### config.mk
export PLATFORM = sky130hd
export DESIGN_NAME = weighted_window_average_stability
export DESIGN_NICKNAME = d
export VERILOG_FILES = /design/src/hw/rtl/wwas_pkg.sv /design/src/hw/rtl/wwas_ram.sv /design/src/hw/rtl/wwas_mac.sv /design/src/hw/rtl/wwas_div.sv /design/src/hw/rtl/weighted_window_average_stability.sv
export SDC_FILE = /design/constraint.sdc
export NUM_CORES = 2
export LEC_CHECK = 0
export BUFFER_PORTS_ARGS = -buffer_cell sky130_fd_sc_hd__buf_2
export CORE_ASPECT_RATIO = 1.75
export CORE_MARGIN = 2
export CORE_UTILIZATION = 64
export DETAILED_ROUTE_END_ITERATION = 8
export PLACE_DENSITY_LB_ADDON = 0.25
export SLEW_MARGIN = 20
export SYNTH_ARGS = -nofsm -noshare
export SYNTH_HDL_FRONTEND = slang
export SYNTH_SLANG_ARGS = --single-unit
export TNS_END_PERCENT = 20
### constraint.sdc
create_clock -name aclk -period 10.07 [get_ports aclk]
set_input_delay 1.007 -clock aclk [delete_from_list [all_inputs] [get_ports aclk]]
set_output_delay 1.007 -clock aclk [all_outputs]
set_load 0.02 [all_outputs]
### src/hw/rtl/wwas_pkg.sv
`timescale 1ns / 1ps
`default_nettype none
// ----------------------------------------------------------------------------
// Weighted window average package
// Shared types, register codes and constants of the weighted window average.
// ----------------------------------------------------------------------------
package wwas_pkg;

    localparam int WINDOW_MAX_DEF = 64;

    localparam logic [16:0] ONE_Q16     = 17'd65536;
    localparam logic [16:0] WEIGHT_RST  = 17'd58982;
    localparam logic [30:0] THRESH_RST  = 31'd0;
    localparam logic [6:0]  WSIZE_RST   = 7'd16;

    localparam logic signed [31:0] SAMPLE_MAX = 32'sh7FFF_FFFF;
    localparam logic signed [31:0] SAMPLE_MIN = 32'sh8000_0000;

    typedef enum logic [1:0] {
        REG_WEIGHT      = 2'd0,
        REG_THRESHOLD   = 2'd1,
        REG_WINDOW_SIZE = 2'd2
    } reg_index_t;

    localparam logic OP_PUSH  = 1'b0;
    localparam logic OP_CLEAR = 1'b1;

    typedef struct packed {
        logic               operation;
        logic signed [31:0] sample;
    } wwas_in_t;

    typedef struct packed {
        logic signed [31:0] average;
        logic               stable;
        logic signed [31:0] minimum;
        logic signed [31:0] maximum;
        logic [6:0]         fill_count;
    } wwas_out_t;

    typedef struct packed {
        logic init;
        logic mul_sample;
        logic mul_weight;
        logic load_wk;
    } mac_ctrl_t;

endpackage
`default_nettype wire

### src/hw/rtl/wwas_ram.sv
`timescale 1ns / 1ps
`default_nettype none
// ----------------------------------------------------------------------------
// Generic RAM
// One write port, one read port with registered read data.
// ----------------------------------------------------------------------------
module wwas_ram #(
    parameter int WIDTH = 32,
    parameter int DEPTH = 64,
    localparam int AW = (DEPTH > 1) ? $clog2(DEPTH) : 1
) (
    input  wire logic             aclk,
    input  wire logic             we,
    input  wire logic [AW-1:0]    waddr,
    input  wire logic [WIDTH-1:0] wdata,
    input  wire logic             re,
    input  wire logic [AW-1:0]    raddr,
    output logic      [WIDTH-1:0] rdata
);

    logic [WIDTH-1:0] mem_reg [DEPTH];

    always_ff @(posedge aclk) begin
        if (we) begin
            mem_reg[waddr] <= wdata;
        end
        if (re) begin
            rdata <= mem_reg[raddr];
        end
    end

endmodule
`default_nettype wire

### src/hw/rtl/wwas_mac.sv
`timescale 1ns / 1ps
`default_nettype none
// ----------------------------------------------------------------------------
// Weighted multiply-accumulate unit
// One shared multiplier forms sample*w^k and the next power w^(k+1);
// accumulates the weighted sum, the weight sum, and the sample extremes.
// ----------------------------------------------------------------------------
module wwas_mac #(
    parameter int WINDOW_MAX = wwas_pkg::WINDOW_MAX_DEF,
    localparam int LW  = $clog2(WINDOW_MAX + 1),
    localparam int VW  = 48 + LW,
    localparam int WSW = 17 + LW
) (
    input  wire logic                      aclk,
    input  wire wwas_pkg::mac_ctrl_t       ctrl,
    input  wire logic signed [31:0]        sample,
    input  wire logic        [16:0]        weight,
    output logic signed      [VW-1:0]      vsum,
    output logic             [WSW-1:0]     wsum,
    output logic signed      [31:0]        minimum,
    output logic signed      [31:0]        maximum
);
    import wwas_pkg::*;

    logic        [16:0]    wk_reg;
    logic signed [50:0]    prod_reg;
    logic signed [VW-1:0]  vsum_reg;
    logic        [WSW-1:0] wsum_reg;
    logic signed [31:0]    min_reg;
    logic signed [31:0]    max_reg;

    logic signed [32:0] mul_a;
    logic signed [17:0] mul_b;
    logic signed [50:0] mul_p;

    always_comb begin
        if (ctrl.mul_sample) begin
            mul_a = {sample[31], sample};
            mul_b = {1'b0, wk_reg};
        end else begin
            mul_a = {16'd0, wk_reg};
            mul_b = {1'b0, weight};
        end
        mul_p = mul_a * mul_b;
    end

    always_ff @(posedge aclk) begin
        if (ctrl.init) begin
            wk_reg   <= ONE_Q16;
            vsum_reg <= '0;
            wsum_reg <= '0;
            min_reg  <= SAMPLE_MAX;
            max_reg  <= SAMPLE_MIN;
        end
        if (ctrl.mul_sample) begin
            prod_reg <= mul_p;
            wsum_reg <= wsum_reg + WSW'(wk_reg);
            if (sample < min_reg) begin
                min_reg <= sample;
            end
            if (sample > max_reg) begin
                max_reg <= sample;
            end
        end
        if (ctrl.mul_weight) begin
            prod_reg <= mul_p;
            vsum_reg <= vsum_reg + VW'(prod_reg);
        end
        if (ctrl.load_wk) begin
            wk_reg <= prod_reg[32:16];
        end
    end

    assign vsum    = vsum_reg;
    assign wsum    = wsum_reg;
    assign minimum = min_reg;
    assign maximum = max_reg;

endmodule
`default_nettype wire

### src/hw/rtl/wwas_div.sv
`timescale 1ns / 1ps
`default_nettype none
// ----------------------------------------------------------------------------
// Restoring divider
// Signed weighted sum over unsigned weight sum, one quotient bit per cycle,
// 32 quotient bits, truncated toward zero.
// ----------------------------------------------------------------------------
module wwas_div #(
    parameter int WINDOW_MAX = wwas_pkg::WINDOW_MAX_DEF,
    localparam int LW  = $clog2(WINDOW_MAX + 1),
    localparam int DW  = 48 + LW,
    localparam int WSW = 17 + LW
) (
    input  wire logic                  aclk,
    input  wire logic                  aresetn,
    input  wire logic                  start,
    input  wire logic signed [DW-1:0]  dividend,
    input  wire logic        [WSW-1:0] divisor,
    output logic                       done,
    output logic signed      [31:0]    quotient
);
    import wwas_pkg::*;

    logic          busy_reg;
    logic          done_reg;
    logic [4:0]    cnt_reg;
    logic [DW-1:0] rem_reg;
    logic [DW-1:0] dsh_reg;
    logic [31:0]   q_reg;
    logic          neg_reg;

    logic [DW-1:0] mag;
    logic          fits;

    assign mag  = dividend[DW-1] ? DW'(-dividend) : DW'(dividend);
    assign fits = rem_reg >= dsh_reg;

    always_ff @(posedge aclk) begin
        if (!aresetn) begin
            busy_reg <= 1'b0;
            done_reg <= 1'b0;
        end else begin
            done_reg <= 1'b0;
            if (start) begin
                busy_reg <= 1'b1;
            end else if (busy_reg && cnt_reg == 5'd0) begin
                busy_reg <= 1'b0;
                done_reg <= 1'b1;
            end
        end
    end

    always_ff @(posedge aclk) begin
        if (start) begin
            rem_reg <= mag;
            dsh_reg <= {divisor, 31'd0};
            cnt_reg <= 5'd31;
            neg_reg <= dividend[DW-1];
            q_reg   <= '0;
        end else if (busy_reg) begin
            if (fits) begin
                rem_reg <= rem_reg - dsh_reg;
            end
            q_reg   <= {q_reg[30:0], fits};
            dsh_reg <= dsh_reg >> 1;
            cnt_reg <= cnt_reg - 5'd1;
        end
    end

    assign done     = done_reg;
    assign quotient = neg_reg ? -$signed(q_reg) : $signed(q_reg);

endmodule
`default_nettype wire

### src/hw/rtl/weighted_window_average_stability.sv
`timescale 1ns / 1ps
`default_nettype none
// ----------------------------------------------------------------------------
// Weighted window average with stability flag
// Push: the result follows one pass and one divide over the held samples while
// the window fills; once full, it follows two passes and two divides.
// Clear: goes straight to the finish state. New requests are taken only in idle.
// Each pass steps every sample through MUL_S, MUL_W and WK on the one shared
// multiplier. A report still held at the output stalls the sequencer.
// Synchronous active-low reset empties the window and loads register defaults.
// ----------------------------------------------------------------------------
module weighted_window_average_stability #(
    parameter int WINDOW_MAX = wwas_pkg::WINDOW_MAX_DEF
) (
    input  wire logic                aclk,
    input  wire logic                aresetn,
    input  wire logic                s_valid,
    output logic                     s_ready,
    input  wire wwas_pkg::wwas_in_t  s_data,
    output logic                     m_valid,
    input  wire logic                m_ready,
    output wwas_pkg::wwas_out_t      m_data,
    input  wire logic                psel,
    input  wire logic                penable,
    input  wire logic                pwrite,
    input  wire logic [3:0]          paddr,
    input  wire logic [31:0]         pwdata,
    output logic [31:0]              prdata,
    output logic                     pready
);
    import wwas_pkg::*;

    localparam int LW  = $clog2(WINDOW_MAX + 1);
    localparam int CW  = LW;
    localparam int AW  = (WINDOW_MAX > 1) ? $clog2(WINDOW_MAX) : 1;
    localparam int VW  = 48 + LW;
    localparam int WSW = 17 + LW;

    typedef enum logic [9:0] {
        ST_IDLE     = 10'b00_0000_0001,
        ST_APPEND   = 10'b00_0000_0010,
        ST_INIT     = 10'b00_0000_0100,
        ST_MUL_S    = 10'b00_0000_1000,
        ST_MUL_W    = 10'b00_0001_0000,
        ST_WK       = 10'b00_0010_0000,
        ST_DIV_WAIT = 10'b00_0100_0000,
        ST_DROP     = 10'b00_1000_0000,
        ST_FINISH   = 10'b01_0000_0000,
        ST_SPARE    = 10'b10_0000_0000
    } state_t;

    state_t state_reg, state_next;

    logic [16:0] weight_reg;
    logic [30:0] thresh_reg;
    logic [6:0]  wsize_reg;

    logic [CW-1:0] fill_reg, fill_next;
    logic [AW-1:0] oldest_reg, oldest_next;
    logic [CW-1:0] off_reg, off_next;
    logic          done_reg, done_next;
    logic          full_reg, full_next;
    logic          second_reg, second_next;
    logic          stable_reg, stable_next;
    logic signed [31:0] avg_reg, avg_next;
    logic signed [31:0] old_avg_reg, old_avg_next;
    logic signed [31:0] sample_reg;
    logic          m_valid_reg, m_valid_next;
    wwas_out_t     m_data_reg, m_data_next;

    logic [CW-1:0] eff_size;
    logic [16:0]   w_sat;
    logic          ram_we, ram_re;
    logic [AW-1:0] ram_waddr, ram_raddr;
    logic [31:0]   ram_rdata;
    mac_ctrl_t     mac_ctrl;
    logic signed [VW-1:0] vsum;
    logic [WSW-1:0] wsum;
    logic signed [31:0] mac_min, mac_max;
    logic          div_start, div_done;
    logic signed [31:0] div_q;
    logic signed [32:0] avg_diff;
    logic [32:0]   diff_mag;
    logic          stable_cmp;
    logic          s_fire;

    function automatic logic [AW-1:0] slot(input logic [AW-1:0] base,
                                           input logic [CW-1:0] offset);
        logic [CW:0] sum;
        sum = (CW+1)'(base) + (CW+1)'(offset);
        if (sum >= (CW+1)'(WINDOW_MAX)) begin
            sum = sum - (CW+1)'(WINDOW_MAX);
        end
        return AW'(sum);
    endfunction

    // configuration port
    assign pready = 1'b1;

    always_ff @(posedge aclk) begin
        if (!aresetn) begin
            weight_reg <= WEIGHT_RST;
            thresh_reg <= THRESH_RST;
            wsize_reg  <= WSIZE_RST;
        end else if (psel && penable && pwrite) begin
            unique case (reg_index_t'(paddr[3:2]))
                REG_WEIGHT:      weight_reg <= pwdata[16:0];
                REG_THRESHOLD:   thresh_reg <= pwdata[30:0];
                REG_WINDOW_SIZE: wsize_reg  <= pwdata[6:0];
                default: ;
            endcase
        end
    end

    always_comb begin
        unique case (reg_index_t'(paddr[3:2]))
            REG_WEIGHT:      prdata = {15'd0, weight_reg};
            REG_THRESHOLD:   prdata = {1'b0, thresh_reg};
            REG_WINDOW_SIZE: prdata = {25'd0, wsize_reg};
            default:         prdata = 32'd0;
        endcase
    end

    always_comb begin
        if (wsize_reg == 7'd0) begin
            eff_size = CW'(1);
        end else if (32'(wsize_reg) > 32'(WINDOW_MAX)) begin
            eff_size = CW'(WINDOW_MAX);
        end else begin
            eff_size = CW'(wsize_reg);
        end
        w_sat = (weight_reg > ONE_Q16) ? ONE_Q16 : weight_reg;
    end

    assign avg_diff   = {old_avg_reg[31], old_avg_reg} - {avg_reg[31], avg_reg};
    assign diff_mag   = avg_diff[32] ? 33'(-avg_diff) : 33'(avg_diff);
    assign stable_cmp = diff_mag < {2'd0, thresh_reg};

    assign s_ready = (state_reg == ST_IDLE);
    assign s_fire  = s_valid && s_ready;

    // sequencer
    always_comb begin
        state_next   = state_reg;
        fill_next    = fill_reg;
        oldest_next  = oldest_reg;
        off_next     = off_reg;
        done_next    = done_reg;
        full_next    = full_reg;
        second_next  = second_reg;
        stable_next  = stable_reg;
        avg_next     = avg_reg;
        old_avg_next = old_avg_reg;
        m_valid_next = m_valid_reg;
        m_data_next  = m_data_reg;
        ram_we       = 1'b0;
        ram_waddr    = slot(oldest_reg, fill_reg);
        ram_re       = 1'b0;
        ram_raddr    = slot(oldest_reg, off_reg - CW'(1));
        mac_ctrl     = '0;
        div_start    = 1'b0;

        if (m_valid_reg && m_ready) begin
            m_valid_next = 1'b0;
        end

        unique case (state_reg)
            ST_IDLE: begin
                if (s_fire) begin
                    if (s_data.operation == OP_CLEAR) begin
                        fill_next   = '0;
                        oldest_next = '0;
                        stable_next = 1'b0;
                        avg_next    = '0;
                        state_next  = ST_FINISH;
                    end else if (fill_reg < eff_size) begin
                        full_next   = 1'b0;
                        second_next = 1'b1;
                        stable_next = 1'b0;
                        state_next  = ST_APPEND;
                    end else begin
                        full_next   = 1'b1;
                        second_next = 1'b0;
                        state_next  = ST_INIT;
                    end
                end
            end
            ST_APPEND: begin
                ram_we     = 1'b1;
                fill_next  = fill_reg + CW'(1);
                state_next = ST_INIT;
            end
            ST_INIT: begin
                mac_ctrl.init = 1'b1;
                ram_re        = 1'b1;
                ram_raddr     = slot(oldest_reg, fill_reg - CW'(1));
                off_next      = fill_reg - CW'(1);
                state_next    = ST_MUL_S;
            end
            ST_MUL_S: begin
                mac_ctrl.mul_sample = 1'b1;
                state_next          = ST_MUL_W;
            end
            ST_MUL_W: begin
                mac_ctrl.mul_weight = 1'b1;
                done_next           = (off_reg == '0);
                if (off_reg != '0) begin
                    ram_re   = 1'b1;
                    off_next = off_reg - CW'(1);
                end
                state_next = ST_WK;
            end
            ST_WK: begin
                mac_ctrl.load_wk = 1'b1;
                if (done_reg) begin
                    div_start  = 1'b1;
                    state_next = ST_DIV_WAIT;
                end else begin
                    state_next = ST_MUL_S;
                end
            end
            ST_DIV_WAIT: begin
                if (div_done) begin
                    if (second_reg) begin
                        avg_next   = div_q;
                        state_next = ST_FINISH;
                    end else begin
                        old_avg_next = div_q;
                        state_next   = ST_DROP;
                    end
                end
            end
            ST_DROP: begin
                oldest_next = slot(oldest_reg, fill_reg - eff_size + CW'(1));
                fill_next   = eff_size - CW'(1);
                second_next = 1'b1;
                state_next  = ST_APPEND;
            end
            ST_FINISH: begin
                if (full_reg && second_reg) begin
                    stable_next = stable_cmp;
                end
                if (!m_valid_reg || m_ready) begin
                    m_valid_next           = 1'b1;
                    m_data_next.average    = avg_reg;
                    m_data_next.stable     = (full_reg && second_reg) ? stable_cmp
                                                                      : stable_reg;
                    m_data_next.minimum    = (fill_reg == '0) ? SAMPLE_MAX : mac_min;
                    m_data_next.maximum    = (fill_reg == '0) ? SAMPLE_MIN : mac_max;
                    m_data_next.fill_count = 7'(fill_reg);
                    full_next              = 1'b0;
                    state_next             = ST_IDLE;
                end
            end
            default: begin
                state_next = ST_IDLE;
            end
        endcase
    end

    always_ff @(posedge aclk) begin
        if (!aresetn) begin
            state_reg   <= ST_IDLE;
            fill_reg    <= '0;
            oldest_reg  <= '0;
            stable_reg  <= 1'b0;
            full_reg    <= 1'b0;
            second_reg  <= 1'b0;
            done_reg    <= 1'b0;
            m_valid_reg <= 1'b0;
        end else begin
            state_reg   <= state_next;
            fill_reg    <= fill_next;
            oldest_reg  <= oldest_next;
            stable_reg  <= stable_next;
            full_reg    <= full_next;
            second_reg  <= second_next;
            done_reg    <= done_next;
            m_valid_reg <= m_valid_next;
        end
    end

    always_ff @(posedge aclk) begin
        off_reg     <= off_next;
        avg_reg     <= avg_next;
        old_avg_reg <= old_avg_next;
        m_data_reg  <= m_data_next;
        if (s_fire) begin
            sample_reg <= s_data.sample;
        end
    end

    assign m_valid = m_valid_reg;
    assign m_data  = m_data_reg;

    wwas_ram #(
        .WIDTH (32),
        .DEPTH (WINDOW_MAX)
    ) u_store (
        .aclk  (aclk),
        .we    (ram_we),
        .waddr (ram_waddr),
        .wdata (sample_reg),
        .re    (ram_re),
        .raddr (ram_raddr),
        .rdata (ram_rdata)
    );

    wwas_mac #(
        .WINDOW_MAX (WINDOW_MAX)
    ) u_mac (
        .aclk    (aclk),
        .ctrl    (mac_ctrl),
        .sample  ($signed(ram_rdata)),
        .weight  (w_sat),
        .vsum    (vsum),
        .wsum    (wsum),
        .minimum (mac_min),
        .maximum (mac_max)
    );

    wwas_div #(
        .WINDOW_MAX (WINDOW_MAX)
    ) u_div (
        .aclk     (aclk),
        .aresetn  (aresetn),
        .start    (div_start),
        .dividend (vsum),
        .divisor  (wsum),
        .done     (div_done),
        .quotient (div_q)
    );

    a_fill_bound: assert property (@(posedge aclk) disable iff (!aresetn)
        32'(fill_reg) <= 32'(WINDOW_MAX))
        else $error("fill level above window depth");

    a_div_done_wait: assert property (@(posedge aclk) disable iff (!aresetn)
        div_done |-> state_reg == ST_DIV_WAIT)
        else $error("divide finished outside of wait state");

    a_busy_after_accept: assert property (@(posedge aclk) disable iff (!aresetn)
        s_fire |=> !s_ready)
        else $error("request accepted while previous one in flight");

    a_stable_nonempty: assert property (@(posedge aclk) disable iff (!aresetn)
        (state_reg == ST_IDLE && stable_reg) |-> fill_reg != '0)
        else $error("stable flag set on empty window");

endmodule
`default_nettype wire
**Yosys cells after proc, flatten, opt, wreduce, memory -nomap -nowiden**

Memories as Yosys holds them, arrays and structs flattened. A register that Yosys moved wholly into a read port is not among the register bits.
Index checks and enable logic that the tools add are counted.

- Register bits: 651
- Latch bits: 0
- Memory bits (writable): 2048
- Memory bits (read-only): 0
- Bits of input ports: 76
- Output and inout bits: 139
- Word-level logic and storage cells: 216
- Memories: 1

Memories:

| memory | depth | width | rd ports | clocked after memory_dff | wr ports | RTL line | text |
|---|---|---|---|---|---|---|---|
| u_store.mem_reg | 64 | 32 | 1 | 1 | 1 | wwas_ram.sv:21 | `logic [WIDTH-1:0] mem_reg [DEPTH];` |

- Add/subtract/negate cells: 22
- Multiply operators: 1
- Div/mod/pow operators: 0
- $lt $le $gt $ge: 11
- Eq/ne operators: 19
- Shift-type cells: 0
- Mux-type cells: 85
- Bitwise gates (word level): 2
- Reduce and logical (&&, ||, !) cells: 41

Operators by type and width:

| operator | count |
|---|---|
| $mux 55 | 8 |
| $mux 32 | 11 |
| $mux 51 | 2 |
| $pmux 31 s3 | 1 |
| $pmux 10 s9 | 1 |
| $mux 17 | 4 |
| $mux 33 | 2 |
| $pmux 32 s2 | 1 |
| $add 55x51->55 | 1 |
| $ge 55x55->1 | 1 |
| $neg 55->55 | 1 |
| $sub 55x55->55 | 1 |
| $mul 33x18->51 | 1 |
| $mux 24 | 2 |
| $mux 6 | 7 |
| $mux 7 | 6 |
| $lt 33x31->1 | 1 |
| $neg 33->33 | 1 |
| $sub 32x32->33 | 1 |
| $add 6x7->8 | 4 |
| $ge 8x7->1 const B | 4 |
| $gt 32x32->1 | 1 |
| $lt 32x32->1 | 1 |
| $neg 32->32 | 1 |
| other kinds (46) | 117 |

**Depth between registers and ports, before layout**

- Word-level depth: 9
- Mapped depth: 34
- Mapped depth without buffers: 30

**Hierarchy**

Synthesis repeated with hierarchy kept, for this count alone.

- Cell total of the unflattened synthesis: 9799
- Area, all modules: 137787.1 um2

By module, submodules not included:

| module | instances | cells an instance | area an instance (um2) | sequential area each (um2) |
|---|---|---|---|---|
| wwas_ram | 1 | 3503 | 79040.8 | 62459.9 |
| wwas_mac | 1 | 3551 | 32384.8 | 5695.5 |
| weighted_window_average_stability | 1 | 1509 | 15625.0 | 7857.5 |
| wwas_div | 1 | 1236 | 10736.5 | 3803.6 |

**Worst setup path after synthesis**

OpenSTA, ideal clock, no wires.

- Path kind: register to register
- From: register state_reg[0]
- To: register u_mac.prod_reg[49] (data pin)
- Setup time: 0.258 ns
- Data arrival time: 7.829 ns
- Required time: 9.812 ns
- Path slack: 1.983 ns
- Cell stages (with the launch flop): 32
- Buffers on the path: 4
- Period minus slack after synthesis: 8.087 ns
- Cell sequence: dfxtp_1 nor2_1 nor4b_1 and4b_1 clkbuf_1 clkbuf_1 buf_1 nand2_1 nand2_1 clkbuf_1 nand2_1 fa_1 fa_1 fa_1 inv_1 fa_1 fa_1 inv_1 fa_1 inv_1 ha_1 a21oi_1 o211ai_1 or3_1 o21a_1 o311a_1 o211ai_1 a31oi_1 a41oi_1 o21ai_0 a21oi_1 xnor2_1

- Longest elaborated chain between the ends: 6
- Elaborated cells between the ends (all ways): 9
- Classes of those cells: mul (1); eq/ne (2); mux (6)

Ends and longest elaborated chain:

| what | RTL line | text |
|---|---|---|
| start, declared | weighted_window_average_stability.sv:52 | `state_t state_reg, state_next;` |
| start signal, assigned | weighted_window_average_stability.sv:272 | `state_reg <= state_next;` |
| $eq 10x4->1 * | weighted_window_average_stability.sv:167 | `unique case (state_reg)` |
| $mux 1 * | weighted_window_average_stability.sv:167 |  |
| $mux 33 or $mux 17 (tied branches) | wwas_mac.sv:37 | `if (ctrl.mul_sample) begin` |
| $mul 33x18->51 * | wwas_mac.sv:44 | `mul_p = mul_a * mul_b;` |
| net u_mac.mul_p[49] | wwas_mac.sv:34 | `logic signed [50:0] mul_p;` |
| $mux 51 | wwas_mac.sv:55 | `if (ctrl.mul_sample) begin` |
| $mux 51 * | wwas_mac.sv:65 | `if (ctrl.mul_weight) begin` |
| end signal, assigned | wwas_mac.sv:56 | `prod_reg <= mul_p;` |
| end signal, assigned | wwas_mac.sv:66 | `prod_reg <= mul_p;` |
| end, declared | wwas_mac.sv:26 | `logic signed [50:0] prod_reg;` |

The timed path passes the listed nets; every way through them passes the cells marked *. The select of a mux whose other input is x is not followed.
A chain may end at the register's enable or synchronous reset.

**Worst setup path in the final report**

Same ends and word-level chain as after synthesis.

==> impl_results.md <==
* GRT Total Usage at 36.3%
* Syn Nets at 10300
* CTS buffer count at between 200 and 250
* Global placement routability congestion at slightly below 1
* Largest stage delay on the critical path at between 0.6 and 0.7 ns
* Worst vdd ir at between 0.15 and 0.2 mV
* FF+latch area at 79800 um2
* WL final at about 400 mm
* Unique cell type count in the Yosys netlist at 95
* PostCTS Resize Cnt at 0
* Maximum clock rate at approximately 110 MHz
* Cell family with most CP delay: adder cells
* Mapped Avg Cell Area at 14.7 um2
* Placement Setup Slack at 0.772 ns
* Die Span X at 352 um
* Asr flop ratio synth at 0%
* Clock Sinks at ~2700
* Die Height at about 600 um
* Die area at 216000 um2
* Maximum fanout along the worst path at 78
* Port bufs at roughly 210
* Worst Setup SP: state_reg[0]$_SDFFE_PN1P_
* Worst Hold Launch: s_data[20]
* H-tree depth at 4
* Sequential fraction of the synthesis area at between 50% and 60%
* DRT Pass-1 Iters at 6
* Cell area after synthesis at 136000 um2
* Drt via density at 6.65
* Worst Max-Slew Pin Slew at about 1.2 ns
* Multi-input gate area at 51900 um2
* Worst skew pair latency at between 0.9 and 1 ns
* Final WS setup at 0.613 ns
* DRT antenna net count at 0
* # IOs at 215
* # fillers at approximately 13000
* Wire length per cell at 31.1 um
* MaxCap Viol Count at 0
* Fin. Hold Viols at 0
* Clock Skew at 0.103 ns
* Final setup vio count at 0
* Number of global-route vias before repair at roughly 86000
* GR Overflow Total at 0
* CTS clk-pin slew, worst paths at 0.07 ns
* Slew headroom at roughly a fifth
* Routed via count at 83500
* Power Dens Cells at 153 nW/um2
* Setup Fix Bufs, Post-CTS at 0
* Largest net degree at the start of global routing at 107
* Int Pwr at 18.0 mW
* Leakage power at around 54 nW
* Tcrit/Tclk final at between 90% and 100%
* Synthesized flop and latch total at approximately 2700
* Sequential share of power at between 50% and 60%
* Synth Instances at ~9000
* R2r startpoint: state_reg[0]$_SDFFE_PN1P_
* Fin. max-slew vios at 0
* Max reg flops at 2048
* DRC at 0
* Hold Path Class: in -> reg
* CP Launch Type: flop
* Final #Nets at 10600
* Post-DP HPWL at around 250 mm
* CP bufs+invs at 5
* Combinational fraction of design power at 3.6%
* Yosys warns at 0
* Slowest cell on crit path: and4b_4
* RSZ-0062 raised after global routing: no
* Critical Path RT at between 10 and 15 ns
* Clock buffer depth at 4
* Final setup TNS at 0 ns
* Status: finished, final reports clean
* Iteration-0 DRC count of the detailed router at 9625
* Crit path time final at 9.46 ns
* Global-route wire length before repair at 567 mm
* Switching share of power at roughly a fifth
* # rows at between 200 and 250
* Power share of the clock group at between 40% and 50%
* Area delta synth->final at 9.88%
* Core Footprint at 211000 um2
* Initial Util at 64.5%
* Post-synth EDFFs at 2514
* Synth Flop Type: edfxtp_1
* CP dominant cell by count: fa_1
* Clk root buf: clkbuf_16
* Share of layout cells above drive strength 1 at 16.1%
* WP data arrival at 10.08 ns
* Initial antenna violation count at 17
* CTS tree: done
* Setup CP Type: reg -> reg
* Net Sw Power at 4.87 mW
* Crit end category: flop
* Cts hold-fix bufs at 0
## worst reg2reg max path, delay by kind of cell (launching register included)
family | cells | cell delay [ns]
adders and majority gates | 7 | 3.48
and+or+nand+nor | 6 | 2.41
AOI/OAI and AO/OA | 8 | 2.17
buffers and inverters | 5 | 0.69
DFF | 1 | 0.34
xor gates and xnor gates | 1 | 0.09
## power by group through the flow
| stage | clock network, mW | logic, mW | registers (mW) |
|---|---|---|---|
| after global routing | 9.89 | 0.892 | 12.6 |
| after floorplan | 0 | 0.386 | 12.9 |
| after detailed placement | 0 | 0.801 | 12.8 |
| after CTS | 9.53 | 0.811 | 12.6 |
| final | 9.47 | 0.825 | 12.6 |
| after global placement | 0 | 0.761 | 12.8 |
## synth_stat cells (14+ instances only)
library cell / count / area (um2)
ha_1: 408 / 5100
o21bai_1: 34 / 255
a21o_1: 128 / 961
or3_1: 31 / 194
and2_1: 128 / 801
nor3_1: 61 / 305
edfxtp_1: 2514 / 75500
and3_1: 116 / 726
a21boi_0: 14 / 105
mux2i_1: 148 / 1480
clkbuf_1: 335 / 1260
a31oi_1: 27 / 169
dfxtp_1: 216 / 4320
a22oi_1: 16 / 120
xnor2_1: 222 / 1940
o211ai_1: 22 / 165
o21ai_0: 206 / 1030
nand2b_1: 46 / 288
o22a_1: 32 / 280
nand4_1: 43 / 269
o41ai_1: 14 / 123
nor4_1: 23 / 144
inv_1: 898 / 3370
xor2_1: 107 / 937
nor2b_1: 80 / 500
o21a_1: 38 / 285
nand3_1: 119 / 596
nand2_1: 809 / 3040
o31ai_1: 59 / 443
or2_2: 17 / 106
a211oi_1: 46 / 345
mux4_2: 640 / 14400
buf_1: 59 / 221
a21oi_1: 351 / 1760
fa_1: 534 / 10700
nor2_1: 534 / 2000
## final cells by class
| class | count | share of cell area, % |
|---|---|---|
| sequential | 2730 | 53.4 |
| timing repair buffer | 441 | 1.99 |
| inverter | 899 | 2.26 |
| multi-input combinational | 5239 | 34.7 |
| antenna | 4 | 0.00670 |
| clock buffer | 288 | 4.17 |
| clock inverter | 143 | 1.08 |
| tap | 2812 | 2.35 |
## cell families (layout without fill, tap and decap cells)
logic type	Yosys count	after routing	share of synthesized area, %
xor gates and xnor gates	329	329	2.12
other	2	6	0.00552
adders and majority gates	942	942	11.6
DFF	2730	2730	58.7
buffers and inverters	1300	1771	3.61
AOI/OAI and AO/OA	1101	1101	5.21
and+or+nand+nor	2076	2076	7.04
muxes	789	789	11.7
## through the flow
stage | hold slack, ns | power, mW | area, um2 | util (%) | cells
after floorplan | 0.426 | 13.3 | 136000 | - | 9269
final | 0.240 | 22.9 | 149000 | 70.8 | 12600
after detailed placement | 0.432 | 13.6 | 142000 | 67.1 | 12100
after global placement | 0.434 | 13.6 | 142000 | 67.1 | 12100
after global routing | 0.230 | 23.3 | 149000 | 70.8 | 12600
after CTS | 0.202 | 22.9 | 149000 | 70.8 | 12600
## path summary, 6_finish.rpt
check / to / slack, ns / cells past startpoint
hold / removal: sample_reg[20]$_DFFE_PP_ / 0.24 / 1
setup reg to reg: u_mac.prod_reg[49]$_DFFE_PP_ / 0.61 / 27
hold reg to reg: m_data[102]$_DFFE_PP_ / 0.45 / 0
setup / recovery: u_mac.prod_reg[49]$_DFFE_PP_ / 0.61 / 27
## cells in the final DEF (no fill, tap or decap), types with 38 or more instances in the layout
| cell type | count |
|---|---|
| a211oi_1 | 46 |
| a21o_1 | 128 |
| a21oi_1 | 351 |
| and2_1 | 128 |
| and3_1 | 116 |
| buf_2 | 209 |
| buf_4 | 216 |
| clkbuf_1 | 44 |
| clkbuf_16 | 240 |
| clkinv_1 | 41 |
| dfxtp_1 | 215 |
| edfxtp_1 | 2514 |
| fa_1 | 533 |
| ha_1 | 407 |
| inv_1 | 896 |
| mux2i_1 | 147 |
| mux4_2 | 640 |
| nand2_1 | 804 |
| nand2b_1 | 46 |
| nand3_1 | 118 |
| nand4_1 | 43 |
| nor2_1 | 469 |
| nor2_4 | 64 |
| nor2b_1 | 79 |
| nor3_1 | 61 |
| o21a_1 | 38 |
| o21ai_0 | 204 |
| o31ai_1 | 59 |
| xnor2_1 | 218 |
| xor2_1 | 107 |
## routing by layer
metal  track usage [%]  wire length, um  vias up
met5                 0               94        -
li1                  -                -    34600
met1              40.0           122000    42100
met3              5.41            30300     1616
met4              27.3            35500       14
met2              63.9           202000     5248
No activity file was read; power rests on OpenSTA's default activity.
